===== src/rtl/core/ucbs_pkg.sv =====
package ucbs_pkg;

  localparam int unsigned MaxChildren = 64;
  localparam int unsigned CountW = $clog2(MaxChildren + 1);

  localparam logic [31:0] Ln2Q32 = 32'd2977044472;
  localparam logic signed [39:0] ScoreMin = 40'sh80_0000_0000;
  localparam logic signed [39:0] ScoreMax = 40'sh7F_FFFF_FFFF;

  // controller states
  typedef enum logic [7:0] {
    StIdle   = 8'b0000_0001,
    StLnSq   = 8'b0000_0010,
    StLnMul  = 8'b0000_0100,
    StDiv    = 8'b0000_1000,
    StSqrt   = 8'b0001_0000,
    StScore  = 8'b0010_0000,
    StUpdate = 8'b0100_0000,
    StOut    = 8'b1000_0000
  } ctrl_state_e;

  // commands from controller to datapath
  typedef struct packed {
    logic load;       // capture input request
    logic ln_init;    // start log computation
    logic ln_step;    // one squaring round
    logic ln_mul0;    // ln2 scaling, low partial product
    logic ln_mul1;    // ln2 scaling, high partial product
    logic div_init;   // start both divisions
    logic div_step;   // one quotient bit
    logic sqrt_init;  // start square root
    logic sqrt_step;  // one root bit
    logic score;      // form and saturate score
    logic update;     // update running best
    logic clear;      // clear selection after result
  } ucbs_cmd_t;

  // status from datapath to controller
  typedef struct packed {
    logic first;     // no child counted yet
    logic overflow;  // count has reached the limit
    logic skip;      // child is not scored
    logic last;      // captured request is the last child
  } ucbs_sts_t;

endpackage


===== src/rtl/core/ucbs_in_if.sv =====
interface ucbs_in_if;
  logic        valid;
  logic        ready;
  logic [23:0] parent_visits;
  logic [23:0] child_visits;
  logic signed [31:0] child_value;
  logic        last_child;

  modport source (output valid, parent_visits, child_visits, child_value, last_child,
                  input ready);
  modport sink (input valid, parent_visits, child_visits, child_value, last_child,
                output ready);
endinterface


===== src/rtl/core/ucbs_out_if.sv =====
interface ucbs_out_if;
  logic        valid;
  logic        ready;
  logic [5:0]  chosen_index;
  logic        chosen_unvisited;
  logic signed [39:0] chosen_score;
  logic        too_many_children;

  modport source (output valid, chosen_index, chosen_unvisited, chosen_score,
                  too_many_children, input ready);
  modport sink (input valid, chosen_index, chosen_unvisited, chosen_score,
                too_many_children, output ready);
endinterface


===== src/rtl/core/ucbs_datapath.sv =====
module ucbs_datapath
  import ucbs_pkg::*;
(
  input  logic               clk_i,
  input  logic               rst_ni,
  input  ucbs_cmd_t          cmd_i,
  output ucbs_sts_t          sts_o,
  input  logic [23:0]        parent_visits_i,
  input  logic [23:0]        child_visits_i,
  input  logic signed [31:0] child_value_i,
  input  logic               last_child_i,
  output logic [5:0]         best_index_o,
  output logic               unvisited_o,
  output logic signed [39:0] best_score_o,
  output logic               overflow_o
);

  // captured request
  logic [23:0] pv_q, cv_q;
  logic signed [31:0] val_q;
  logic last_q;

  // selection state
  logic [CountW-1:0] count_q, count_d;
  logic [5:0] best_idx_q, best_idx_d;
  logic signed [39:0] best_q, best_d;
  logic unv_q, unv_d, ovf_q, ovf_d;
  logic [31:0] plog_q, plog_d;

  // log unit
  logic [31:0] x_q, x_d;
  logic [31:0] l2_q, l2_d;
  logic [4:0]  bit_q, bit_d;
  logic [63:0] sq;
  logic [33:0] sq_sh;
  logic [4:0]  topk;
  logic [47:0] mlo_q, mlo_d;

  // divider: magnitude of value / n and plog / n, shared counter
  logic [31:0] va_q, va_d, vq_q, vq_d;
  logic [24:0] vr_q, vr_d;
  logic [31:0] lq_q, lq_d;
  logic [31:0] la_q, la_d;
  logic [24:0] lr_q, lr_d;
  logic [24:0] vr_t, lr_t;

  // square root
  logic [39:0] sa_q, sa_d;
  logic [20:0] root_q, root_d;
  logic [20:0] trial;
  logic [41:0] tsq;

  logic signed [39:0] score_q, score_d;
  logic signed [41:0] sum;
  logic signed [32:0] exploit;

  // top set bit of parent visits
  always_comb begin
    topk = '0;
    for (int i = 0; i < 24; i++) begin
      if (pv_q[i]) topk = 5'(i);
    end
  end

  assign sq    = 64'(x_q) * 64'(x_q);
  assign sq_sh = sq[63:30];
  assign vr_t  = {vr_q[23:0], va_q[31]};
  assign lr_t  = {lr_q[23:0], la_q[31]};
  assign trial = root_q | (21'd1 << bit_q);
  assign tsq   = 42'(trial) * 42'(trial);
  assign exploit = val_q[31] ? -$signed({1'b0, vq_q}) : $signed({1'b0, vq_q});
  assign sum = 42'(exploit) + 42'($signed({1'b0, root_q, 1'b0}));

  always_comb begin
    x_d = x_q; l2_d = l2_q; bit_d = bit_q; mlo_d = mlo_q; plog_d = plog_q;
    va_d = va_q; vq_d = vq_q; vr_d = vr_q; la_d = la_q; lq_d = lq_q; lr_d = lr_q;
    sa_d = sa_q; root_d = root_q; score_d = score_q;
    count_d = count_q; best_idx_d = best_idx_q; best_d = best_q;
    unv_d = unv_q; ovf_d = ovf_q;

    // log2 mantissa setup
    if (cmd_i.ln_init) begin
      x_d   = 32'({8'd0, pv_q} << (5'd30 - topk));
      l2_d  = {3'd0, topk, 24'd0};
      bit_d = 5'd23;
    end
    // one squaring round
    if (cmd_i.ln_step) begin
      if (sq_sh[31]) begin
        l2_d[bit_q] = 1'b1;
        x_d = sq_sh[32:1];
      end else begin
        x_d = sq_sh[31:0];
      end
      bit_d = bit_q - 5'd1;
    end
    // ln2 scaling in two 32x16 partial products
    if (cmd_i.ln_mul0) mlo_d = 48'(Ln2Q32) * 48'(l2_q[15:0]);
    if (cmd_i.ln_mul1) begin
      plog_d = (pv_q <= 24'd1) ? '0 :
               32'((64'(48'(Ln2Q32) * 48'(l2_q[31:16])) + 64'(mlo_q[47:16])) >> 16);
    end
    // divisions
    if (cmd_i.div_init) begin
      va_d = val_q[31] ? 32'(-val_q) : val_q;
      vr_d = '0; vq_d = '0;
      la_d = plog_q; lr_d = '0; lq_d = '0;
      bit_d = 5'd31;
    end
    if (cmd_i.div_step) begin
      va_d = {va_q[30:0], 1'b0};
      la_d = {la_q[30:0], 1'b0};
      if (vr_t >= {1'b0, cv_q}) begin
        vr_d = vr_t - {1'b0, cv_q}; vq_d = {vq_q[30:0], 1'b1};
      end else begin
        vr_d = vr_t; vq_d = {vq_q[30:0], 1'b0};
      end
      if (lr_t >= {1'b0, cv_q}) begin
        lr_d = lr_t - {1'b0, cv_q}; lq_d = {lq_q[30:0], 1'b1};
      end else begin
        lr_d = lr_t; lq_d = {lq_q[30:0], 1'b0};
      end
      bit_d = bit_q - 5'd1;
    end
    // integer square root
    if (cmd_i.sqrt_init) begin
      sa_d = {lq_q, 8'd0}; root_d = '0; bit_d = 5'd20;
    end
    if (cmd_i.sqrt_step) begin
      if (tsq <= 42'(sa_q)) root_d = trial;
      bit_d = bit_q - 5'd1;
    end
    // score with saturation
    if (cmd_i.score) begin
      if (sum > 42'(ScoreMax)) score_d = ScoreMax;
      else if (sum < 42'(ScoreMin)) score_d = ScoreMin;
      else score_d = sum[39:0];
    end
    // running best
    if (cmd_i.update) begin
      if (count_q >= CountW'(MaxChildren)) begin
        ovf_d = 1'b1;
      end else begin
        count_d = count_q + 1'b1;
        if (!unv_q) begin
          if (cv_q == '0) begin
            unv_d = 1'b1; best_idx_d = 6'(count_q); best_d = '0;
          end else if (score_q > best_q) begin
            best_d = score_q; best_idx_d = 6'(count_q);
          end
        end
      end
    end
    if (cmd_i.clear) begin
      count_d = '0; best_idx_d = '0; best_d = ScoreMin; unv_d = 1'b0; ovf_d = 1'b0;
      plog_d = '0;
    end
  end

  always_ff @(posedge clk_i or negedge rst_ni) begin
    if (!rst_ni) begin
      count_q <= '0; best_idx_q <= '0; best_q <= ScoreMin;
      unv_q <= 1'b0; ovf_q <= 1'b0; plog_q <= '0; bit_q <= '0;
    end else begin
      count_q <= count_d; best_idx_q <= best_idx_d; best_q <= best_d;
      unv_q <= unv_d; ovf_q <= ovf_d; plog_q <= plog_d; bit_q <= bit_d;
    end
  end

  always_ff @(posedge clk_i) begin
    if (cmd_i.load) begin
      pv_q <= parent_visits_i; cv_q <= child_visits_i;
      val_q <= child_value_i; last_q <= last_child_i;
    end
    x_q <= x_d; l2_q <= l2_d; mlo_q <= mlo_d;
    va_q <= va_d; vq_q <= vq_d; vr_q <= vr_d;
    la_q <= la_d; lq_q <= lq_d; lr_q <= lr_d;
    sa_q <= sa_d; root_q <= root_d; score_q <= score_d;
  end

  assign sts_o.first    = (count_q == '0);
  assign sts_o.overflow = (count_q >= CountW'(MaxChildren));
  assign sts_o.skip     = unv_q || (cv_q == '0);
  assign sts_o.last     = last_q;

  assign best_index_o = best_idx_q;
  assign unvisited_o  = unv_q;
  assign best_score_o = best_q;
  assign overflow_o   = ovf_q;

  // bit counter end is read by the controller through step counts
endmodule


===== src/rtl/core/ucbs_ctrl.sv =====
module ucbs_ctrl
  import ucbs_pkg::*;
(
  input  logic      clk_i,
  input  logic      rst_ni,
  input  logic      in_valid_i,
  output logic      in_ready_o,
  output logic      out_valid_o,
  input  logic      out_ready_i,
  input  ucbs_sts_t sts_i,
  output ucbs_cmd_t cmd_o
);

  ctrl_state_e state_q, state_d;
  logic [5:0] cnt_q, cnt_d;

  assign in_ready_o  = (state_q == StIdle);
  assign out_valid_o = (state_q == StOut);

  // sequencer
  always_comb begin
    state_d = state_q;
    cnt_d   = cnt_q;
    cmd_o   = '0;
    unique case (state_q)
      StIdle: begin
        if (in_valid_i) begin
          cmd_o.load = 1'b1;
          state_d = StLnSq;
          cnt_d = 6'd0;
        end
      end
      StLnSq: begin
        // first child computes ln N, others go straight on
        if (!sts_i.first) begin
          state_d = sts_i.overflow ? StUpdate : StDiv;
          cmd_o.div_init = 1'b1;
        end else if (cnt_q == 6'd0) begin
          cmd_o.ln_init = 1'b1; cnt_d = 6'd1;
        end else begin
          cmd_o.ln_step = 1'b1;
          cnt_d = cnt_q + 6'd1;
          if (cnt_q == 6'd24) begin
            state_d = StLnMul; cnt_d = 6'd0;
          end
        end
      end
      StLnMul: begin
        if (cnt_q == 6'd0) begin
          cmd_o.ln_mul0 = 1'b1; cnt_d = 6'd1;
        end else begin
          cmd_o.ln_mul1 = 1'b1; cnt_d = 6'd0;
          state_d = StDiv;
        end
      end
      StDiv: begin
        if (sts_i.overflow || sts_i.skip) begin
          state_d = StUpdate;
        end else if (cnt_q == 6'd0) begin
          cmd_o.div_init = 1'b1; cnt_d = 6'd1;
        end else begin
          cmd_o.div_step = 1'b1;
          cnt_d = cnt_q + 6'd1;
          if (cnt_q == 6'd32) begin
            state_d = StSqrt; cnt_d = 6'd0;
          end
        end
      end
      StSqrt: begin
        if (cnt_q == 6'd0) begin
          cmd_o.sqrt_init = 1'b1; cnt_d = 6'd1;
        end else begin
          cmd_o.sqrt_step = 1'b1;
          cnt_d = cnt_q + 6'd1;
          if (cnt_q == 6'd21) state_d = StScore;
        end
      end
      StScore: begin
        cmd_o.score = 1'b1;
        state_d = StUpdate;
      end
      StUpdate: begin
        cmd_o.update = 1'b1;
        state_d = sts_i.last ? StOut : StIdle;
      end
      StOut: begin
        if (out_ready_i) begin
          cmd_o.clear = 1'b1;
          state_d = StIdle;
        end
      end
      default: state_d = StIdle;
    endcase
  end

  always_ff @(posedge clk_i or negedge rst_ni) begin
    if (!rst_ni) begin
      state_q <= StIdle;
      cnt_q   <= '0;
    end else begin
      state_q <= state_d;
      cnt_q   <= cnt_d;
    end
  end

endmodule


===== src/rtl/core/ucb1_child_select_unit.sv =====
// UCB1 child selection: children of one node arrive one request at a time and
// the block keeps the first unvisited child, else the one with the highest
// v/n + 2*sqrt(ln(N)/n). A scored child is captured, dispatched, run through
// two 32-step restoring dividers sharing a counter (v/n and ln(N)/n), the
// 21-step square root, score and update before the next is taken. The first
// child of a selection adds the 24-round log2 squaring loop and ln2 scaling.
// Unvisited and skipped children bypass divide, root and score; those past
// the limit go straight to update. The result appears in the cycle after the
// last child's update, held until taken; no new request is accepted until then.
module ucb1_child_select_unit
  import ucbs_pkg::*;
(
  input  logic       clk_i,
  input  logic       rst_ni,
  ucbs_in_if.sink    in_if,
  ucbs_out_if.source out_if
);

  ucbs_cmd_t cmd;
  ucbs_sts_t sts;

  ucbs_ctrl u_ctrl (
    .clk_i       (clk_i),
    .rst_ni      (rst_ni),
    .in_valid_i  (in_if.valid),
    .in_ready_o  (in_if.ready),
    .out_valid_o (out_if.valid),
    .out_ready_i (out_if.ready),
    .sts_i       (sts),
    .cmd_o       (cmd)
  );

  ucbs_datapath u_dp (
    .clk_i           (clk_i),
    .rst_ni          (rst_ni),
    .cmd_i           (cmd),
    .sts_o           (sts),
    .parent_visits_i (in_if.parent_visits),
    .child_visits_i  (in_if.child_visits),
    .child_value_i   (in_if.child_value),
    .last_child_i    (in_if.last_child),
    .best_index_o    (out_if.chosen_index),
    .unvisited_o     (out_if.chosen_unvisited),
    .best_score_o    (out_if.chosen_score),
    .overflow_o      (out_if.too_many_children)
  );

endmodule


===== src/flat_wrapper.sv =====
// flat-port wrapper written by rule: the top's interface ports become plain ports
module ucb1_child_select_unit_flat import ucbs_pkg::*;
  (clk_i, rst_ni, in_if_valid, in_if_parent_visits, in_if_child_visits, in_if_child_value, in_if_last_child, in_if_ready, out_if_valid, out_if_chosen_index, out_if_chosen_unvisited, out_if_chosen_score, out_if_too_many_children, out_if_ready);
  ucbs_in_if in_if_i ();
  ucbs_out_if out_if_i ();
  input  logic clk_i;
  input  logic rst_ni;
  input wire logic [$bits(in_if_i.valid)-1:0] in_if_valid;
  input wire logic [$bits(in_if_i.parent_visits)-1:0] in_if_parent_visits;
  input wire logic [$bits(in_if_i.child_visits)-1:0] in_if_child_visits;
  input wire logic [$bits(in_if_i.child_value)-1:0] in_if_child_value;
  input wire logic [$bits(in_if_i.last_child)-1:0] in_if_last_child;
  output wire logic [$bits(in_if_i.ready)-1:0] in_if_ready;
  output wire logic [$bits(out_if_i.valid)-1:0] out_if_valid;
  output wire logic [$bits(out_if_i.chosen_index)-1:0] out_if_chosen_index;
  output wire logic [$bits(out_if_i.chosen_unvisited)-1:0] out_if_chosen_unvisited;
  output wire logic [$bits(out_if_i.chosen_score)-1:0] out_if_chosen_score;
  output wire logic [$bits(out_if_i.too_many_children)-1:0] out_if_too_many_children;
  input wire logic [$bits(out_if_i.ready)-1:0] out_if_ready;
  assign in_if_i.valid = in_if_valid;
  assign in_if_i.parent_visits = in_if_parent_visits;
  assign in_if_i.child_visits = in_if_child_visits;
  assign in_if_i.child_value = in_if_child_value;
  assign in_if_i.last_child = in_if_last_child;
  assign in_if_ready = in_if_i.ready;
  assign out_if_valid = out_if_i.valid;
  assign out_if_chosen_index = out_if_i.chosen_index;
  assign out_if_chosen_unvisited = out_if_i.chosen_unvisited;
  assign out_if_chosen_score = out_if_i.chosen_score;
  assign out_if_too_many_children = out_if_i.too_many_children;
  assign out_if_i.ready = out_if_ready;
  ucb1_child_select_unit u_core (.clk_i(clk_i), .rst_ni(rst_ni), .in_if(in_if_i), .out_if(out_if_i));
endmodule

===== config.mk =====
export PLATFORM = sky130hd
export DESIGN_NAME = ucb1_child_select_unit_flat
export DESIGN_NICKNAME = d
export VERILOG_FILES = /design/src/rtl/core/ucbs_pkg.sv /design/src/rtl/core/ucbs_in_if.sv /design/src/rtl/core/ucbs_out_if.sv /design/src/rtl/core/ucbs_datapath.sv /design/src/rtl/core/ucbs_ctrl.sv /design/src/rtl/core/ucb1_child_select_unit.sv /design/src/flat_wrapper.sv
export SDC_FILE = /design/constraint.sdc
export NUM_CORES = 2
export LEC_CHECK = 0
export BUFFER_PORTS_ARGS = -buffer_cell sky130_fd_sc_hd__buf_2
export CORE_MARGIN = 2
export CORE_UTILIZATION = 55
export DETAILED_ROUTE_END_ITERATION = 8
export GPL_TIMING_DRIVEN = 0
export HOLD_SLACK_MARGIN = 0.12
export PLACE_DENSITY_LB_ADDON = 0.05
export SLEW_MARGIN = 15
export SYNTH_ARGS = -nofsm -noshare
export SYNTH_HDL_FRONTEND = slang
export SYNTH_HIERARCHICAL = 1
export SYNTH_SLANG_ARGS = --single-unit

===== constraint.sdc =====
create_clock -name clk_i -period 11.9 [get_ports clk_i]
set_input_delay 1.19 -clock clk_i [delete_from_list [all_inputs] [get_ports clk_i]]
set_output_delay 1.19 -clock clk_i [all_outputs]
set_load 0.01 [all_outputs]

==> impl_results.md <==
* Sw Pwr at about 3.3 mW
* Hold WS at 0.4282 ns
* Worst R2R Path Depth at 40
* WP data arrival at between 10 and 15 ns
* Avg Inst Size Synth at 9.887 µm²
* Synth Cell Area at between 0.08 and 0.09 mm²
* Fmax at 0.08704 GHz
* Most frequent cells in the layout: inv_1 (2,025), fa_1 (1,423), ha_1 (938), nand2_1 (597), nor2_1 (410)
* Worst setup EP type: flip-flop
* CP Depth at 40
* Reg-to-reg endpoint: u_core/u_dp/root_q[20]$_DFF_P_
* Hold-fix buffers at CTS at 0
* Die width at 395.8 µm
* Setup Viol. Count Final at 0
* Yosys top cell by area: fa_1
* Synth Net Count at 10,987
* Slowest cell on the critical path: clkbuf_1
* Clock Tree Root: clkbuf_16
* Worst-case clock buffer depth at 3
* Power per cell area at 90.68 mW/mm²
* Startpoint type of the worst setup path: flip-flop
* Tot GR Track Use at approximately a third
* Synth top area share at 33.74%
* Vias in the first global route at between 60,000 and 70,000
* Period utilisation layout at 96.55%
* Final ANT Viol Nets at 0
* Status: finished clean
* Synth area leaders: fa_1 (34%), ha_1 (14%), edfxtp_1 (14%), inv_1 (9.0%), dfrtp_1 (2.9%)
* Hold/Removal Path Class: flip-flop to flip-flop
* Reg2reg start: u_core/u_dp/bit_q[4]$_DFFE_PN0P_
* Seq/Total Area, Yosys at 17.92%
* Vias at between 60,000 and 70,000
* Number of antenna violations at the first check in global routing at 26
* Setup ws final at 0.4109 ns
* Synth cell types at 108
* Max Slew Vio Count at 0
* Final wirelength at around 250 mm
* FP Rows at roughly 140
* Critical Path RT at 12.46 ns
* Setup_tns at 0 ns
* CTS tree: done
* Synth Flop Type: edfxtp_1
* Fin crit period at between 10 and 15 ns
* Critical Path Sink: u_core/u_dp/root_q[20]$_DFF_P_
* Crit path top cell by count: fa_1
* Latest clock arrival within the worst-skew pair at 0.70 ns
* Starting Density at 55.45%
* Hold Violations, Final at 0
* # fillers at around 13,000
* DRC Markers at 0
* Worst path buffer plus inverter count at 9
* Most common cell after layout, fill and taps aside: inv_1
* Placed Area at 0.08798 mm²
* Critical Path Fanout Max at 10
* Pin count of the biggest net entering global routing at 66
* Ys async rst share at roughly a fifth
* Synth-to-Final Area Change at 6.951%
* YS warnings at 6
* Pleak at 43.98 nW
* Max-cap violations at 0
* Register share of total power at 30.8%
* DPL Wire Length at 209.0 mm
* Combinational share of power at 45.3%
* Max incr delay on CP at 0.64 ns
* CTS clock-pin slew for the worst setup and hold paths at 0.06 ns
* H-tree Lvls at 2
* WS Path Type: flip-flop to flip-flop
* Die area at 0.1567 mm²
* Layout Skew at 0.04869 ns
* Clock Sinks at around 540
* Worst R2R Setup Slack at 0.41 ns
* 1st-iter DRT viols at 5,155
* GP Congestion at between 0.9 and 1
* Clk pwr share at between 20% and 30%
* GRT Residual Overflow at 0
* Rel. slew slack at 14.05%
* Internal power at 4.884 mW
* Average wire per standard cell at roughly 23 µm
* Drt first pass iters at 6
* Die height at 395.8 µm
* Syn Inst Count at 8,539
* Final-stage net count at between 10,000 and 15,000
* Yosys reg bits at 539
* DR vias/cell at 5.663
* Worst path top cell family by delay: adder cells
* Share of cells above drive strength 1 at 4.952%
* Fin area at 0.09030 mm²
* Slew at the pin closest to its max-slew limit at approximately 1.3 ns
* Sw Share at 40.36%
* Total CTS buffers at 59
* Peak supply drop at around 180 µV
* Number of enable flip-flop cells after synthesis at 383
* Global-route wire length before repair at 384.5 mm
* Total power at 8.188 mW
* CP startpoint: u_core/u_dp/bit_q[4]$_DFFE_PN0P_
* Total I/O pin count at around 140
* Port-buffer cells at 134
* Core ar. at 0.1523 mm²
* Dpl ws at -1.362 ns
## power by group through the flow
stage / Sequential (mW) / Combinational (mW) / Clock (mW)
final: 2.52 / 3.71 / 1.96
after global routing: 2.54 / 4.08 / 2.07
after CTS: 2.51 / 3.63 / 2.00
after detailed placement: 2.55 / 3.58 / 0
after global placement: 2.58 / 3.49 / 0
after floorplan: 2.50 / 2.55 / 0
## routing by layer
metal,global-route usage [%],vias to the layer above,routed length (µm)
li1,-,27595,-
met1,47.35,31207,109800
met2,48.74,2126,108600
met3,7.599,438,23300
met4,10.06,18,8642
met5,0,-,125
## worst reg2reg max path, delay by kind of cell (launching register included)
family,cells,cell delay (ns)
AO/OA/AOI/OAI,16,3.96
flip-flops,1,0.36
XOR/XNOR,1,0.14
buffers and inverters,9,1.78
AND/OR/NAND/NOR,5,0.90
adder cells (fa/ha/maj),9,4.25
## final cells by class
class,instances,area [µm²],share of cell area (%)
clock inverter,35,400.4,0.4434
multi-input combinational,5704,60820,67.36
clock buffer,77,1658,1.836
timing repair buffer,155,998.5,1.106
sequential,539,15130,16.76
buffer,251,1047,1.160
antenna,6,15.01,0.01663
tap,2030,2540,2.813
inverter,2043,7684,8.509
## through the flow
| stage | util (%) | std cells |
|---|---|---|
| 3_5_place_dp | 57.78 | 10717 |
| 3_3_place_gp | 57.56 | 10703 |
| 4_1_cts | 59.20 | 10830 |
| 2_1_floorplan | - | 8539 |
| 6_report | 59.30 | 10840 |
| 5_1_grt | 59.29 | 10834 |
## synthesized netlist by cell type (13+ instances only)
master and n:
inv_1 2027, fa_1 1423, ha_1 940, nand2_1 597, nor2_1 416, edfxtp_1 383
and2_1 273, a21oi_1 268, clkbuf_1 223, o21ai_0 210, xnor2_1 200, a21o_1 123
xor2_1 123, dfrtp_1 99, nor2b_1 94, a22o_1 93, mux2i_1 91, nand3_1 82
nor3_1 70, nand4_1 60, dfxtp_1 55, nand2b_1 43, a211oi_1 40, o21a_1 40
o22ai_1 40, o31ai_1 36, o211ai_1 30, or3_1 30, nor4_1 26, a31oi_1 25
o21bai_1 25, and3_1 21, o32ai_2 20, or2_2 18, a21boi_0 15, o221ai_1 13
o41ai_1 13
## kinds of logic after synthesis
family / Yosys count / synth area share [%]
fa+ha+maj: 2363 / 47.67
buf+inv: 2296 / 10.30
simple gates: 1797 / 10.32
compound gates: 1121 / 9.162
flops: 539 / 17.92
xor+xnor: 323 / 3.351
mux: 100 / 1.279
## worst min-delay path by stage
stage          cells past startpoint                                from                              to
6_report                           0  u_core/u_dp/lq_q[24]$_SDFFCE_PN0P_  u_core/u_dp/sa_q[32]$_DFFE_PP_
5_1_grt                            0  u_core/u_dp/lq_q[24]$_SDFFCE_PN0P_  u_core/u_dp/sa_q[32]$_DFFE_PP_
4_1_cts                            0  u_core/u_dp/lq_q[24]$_SDFFCE_PN0P_  u_core/u_dp/sa_q[32]$_DFFE_PP_
3_5_place_dp                       0  u_core/u_dp/lq_q[31]$_SDFFCE_PN0P_  u_core/u_dp/sa_q[39]$_DFFE_PP_
3_3_place_gp                       0  u_core/u_dp/lq_q[31]$_SDFFCE_PN0P_  u_core/u_dp/sa_q[39]$_DFFE_PP_
2_1_floorplan                      0  u_core/u_dp/lq_q[31]$_SDFFCE_PN0P_  u_core/u_dp/sa_q[39]$_DFFE_PP_
## timing repair
action	CTS	global route
resized for setup	22	43
setup endpoints to repair	21	22
pin swaps	2	1
buffers inserted	2	4
(Power assumes the default switching activity.)
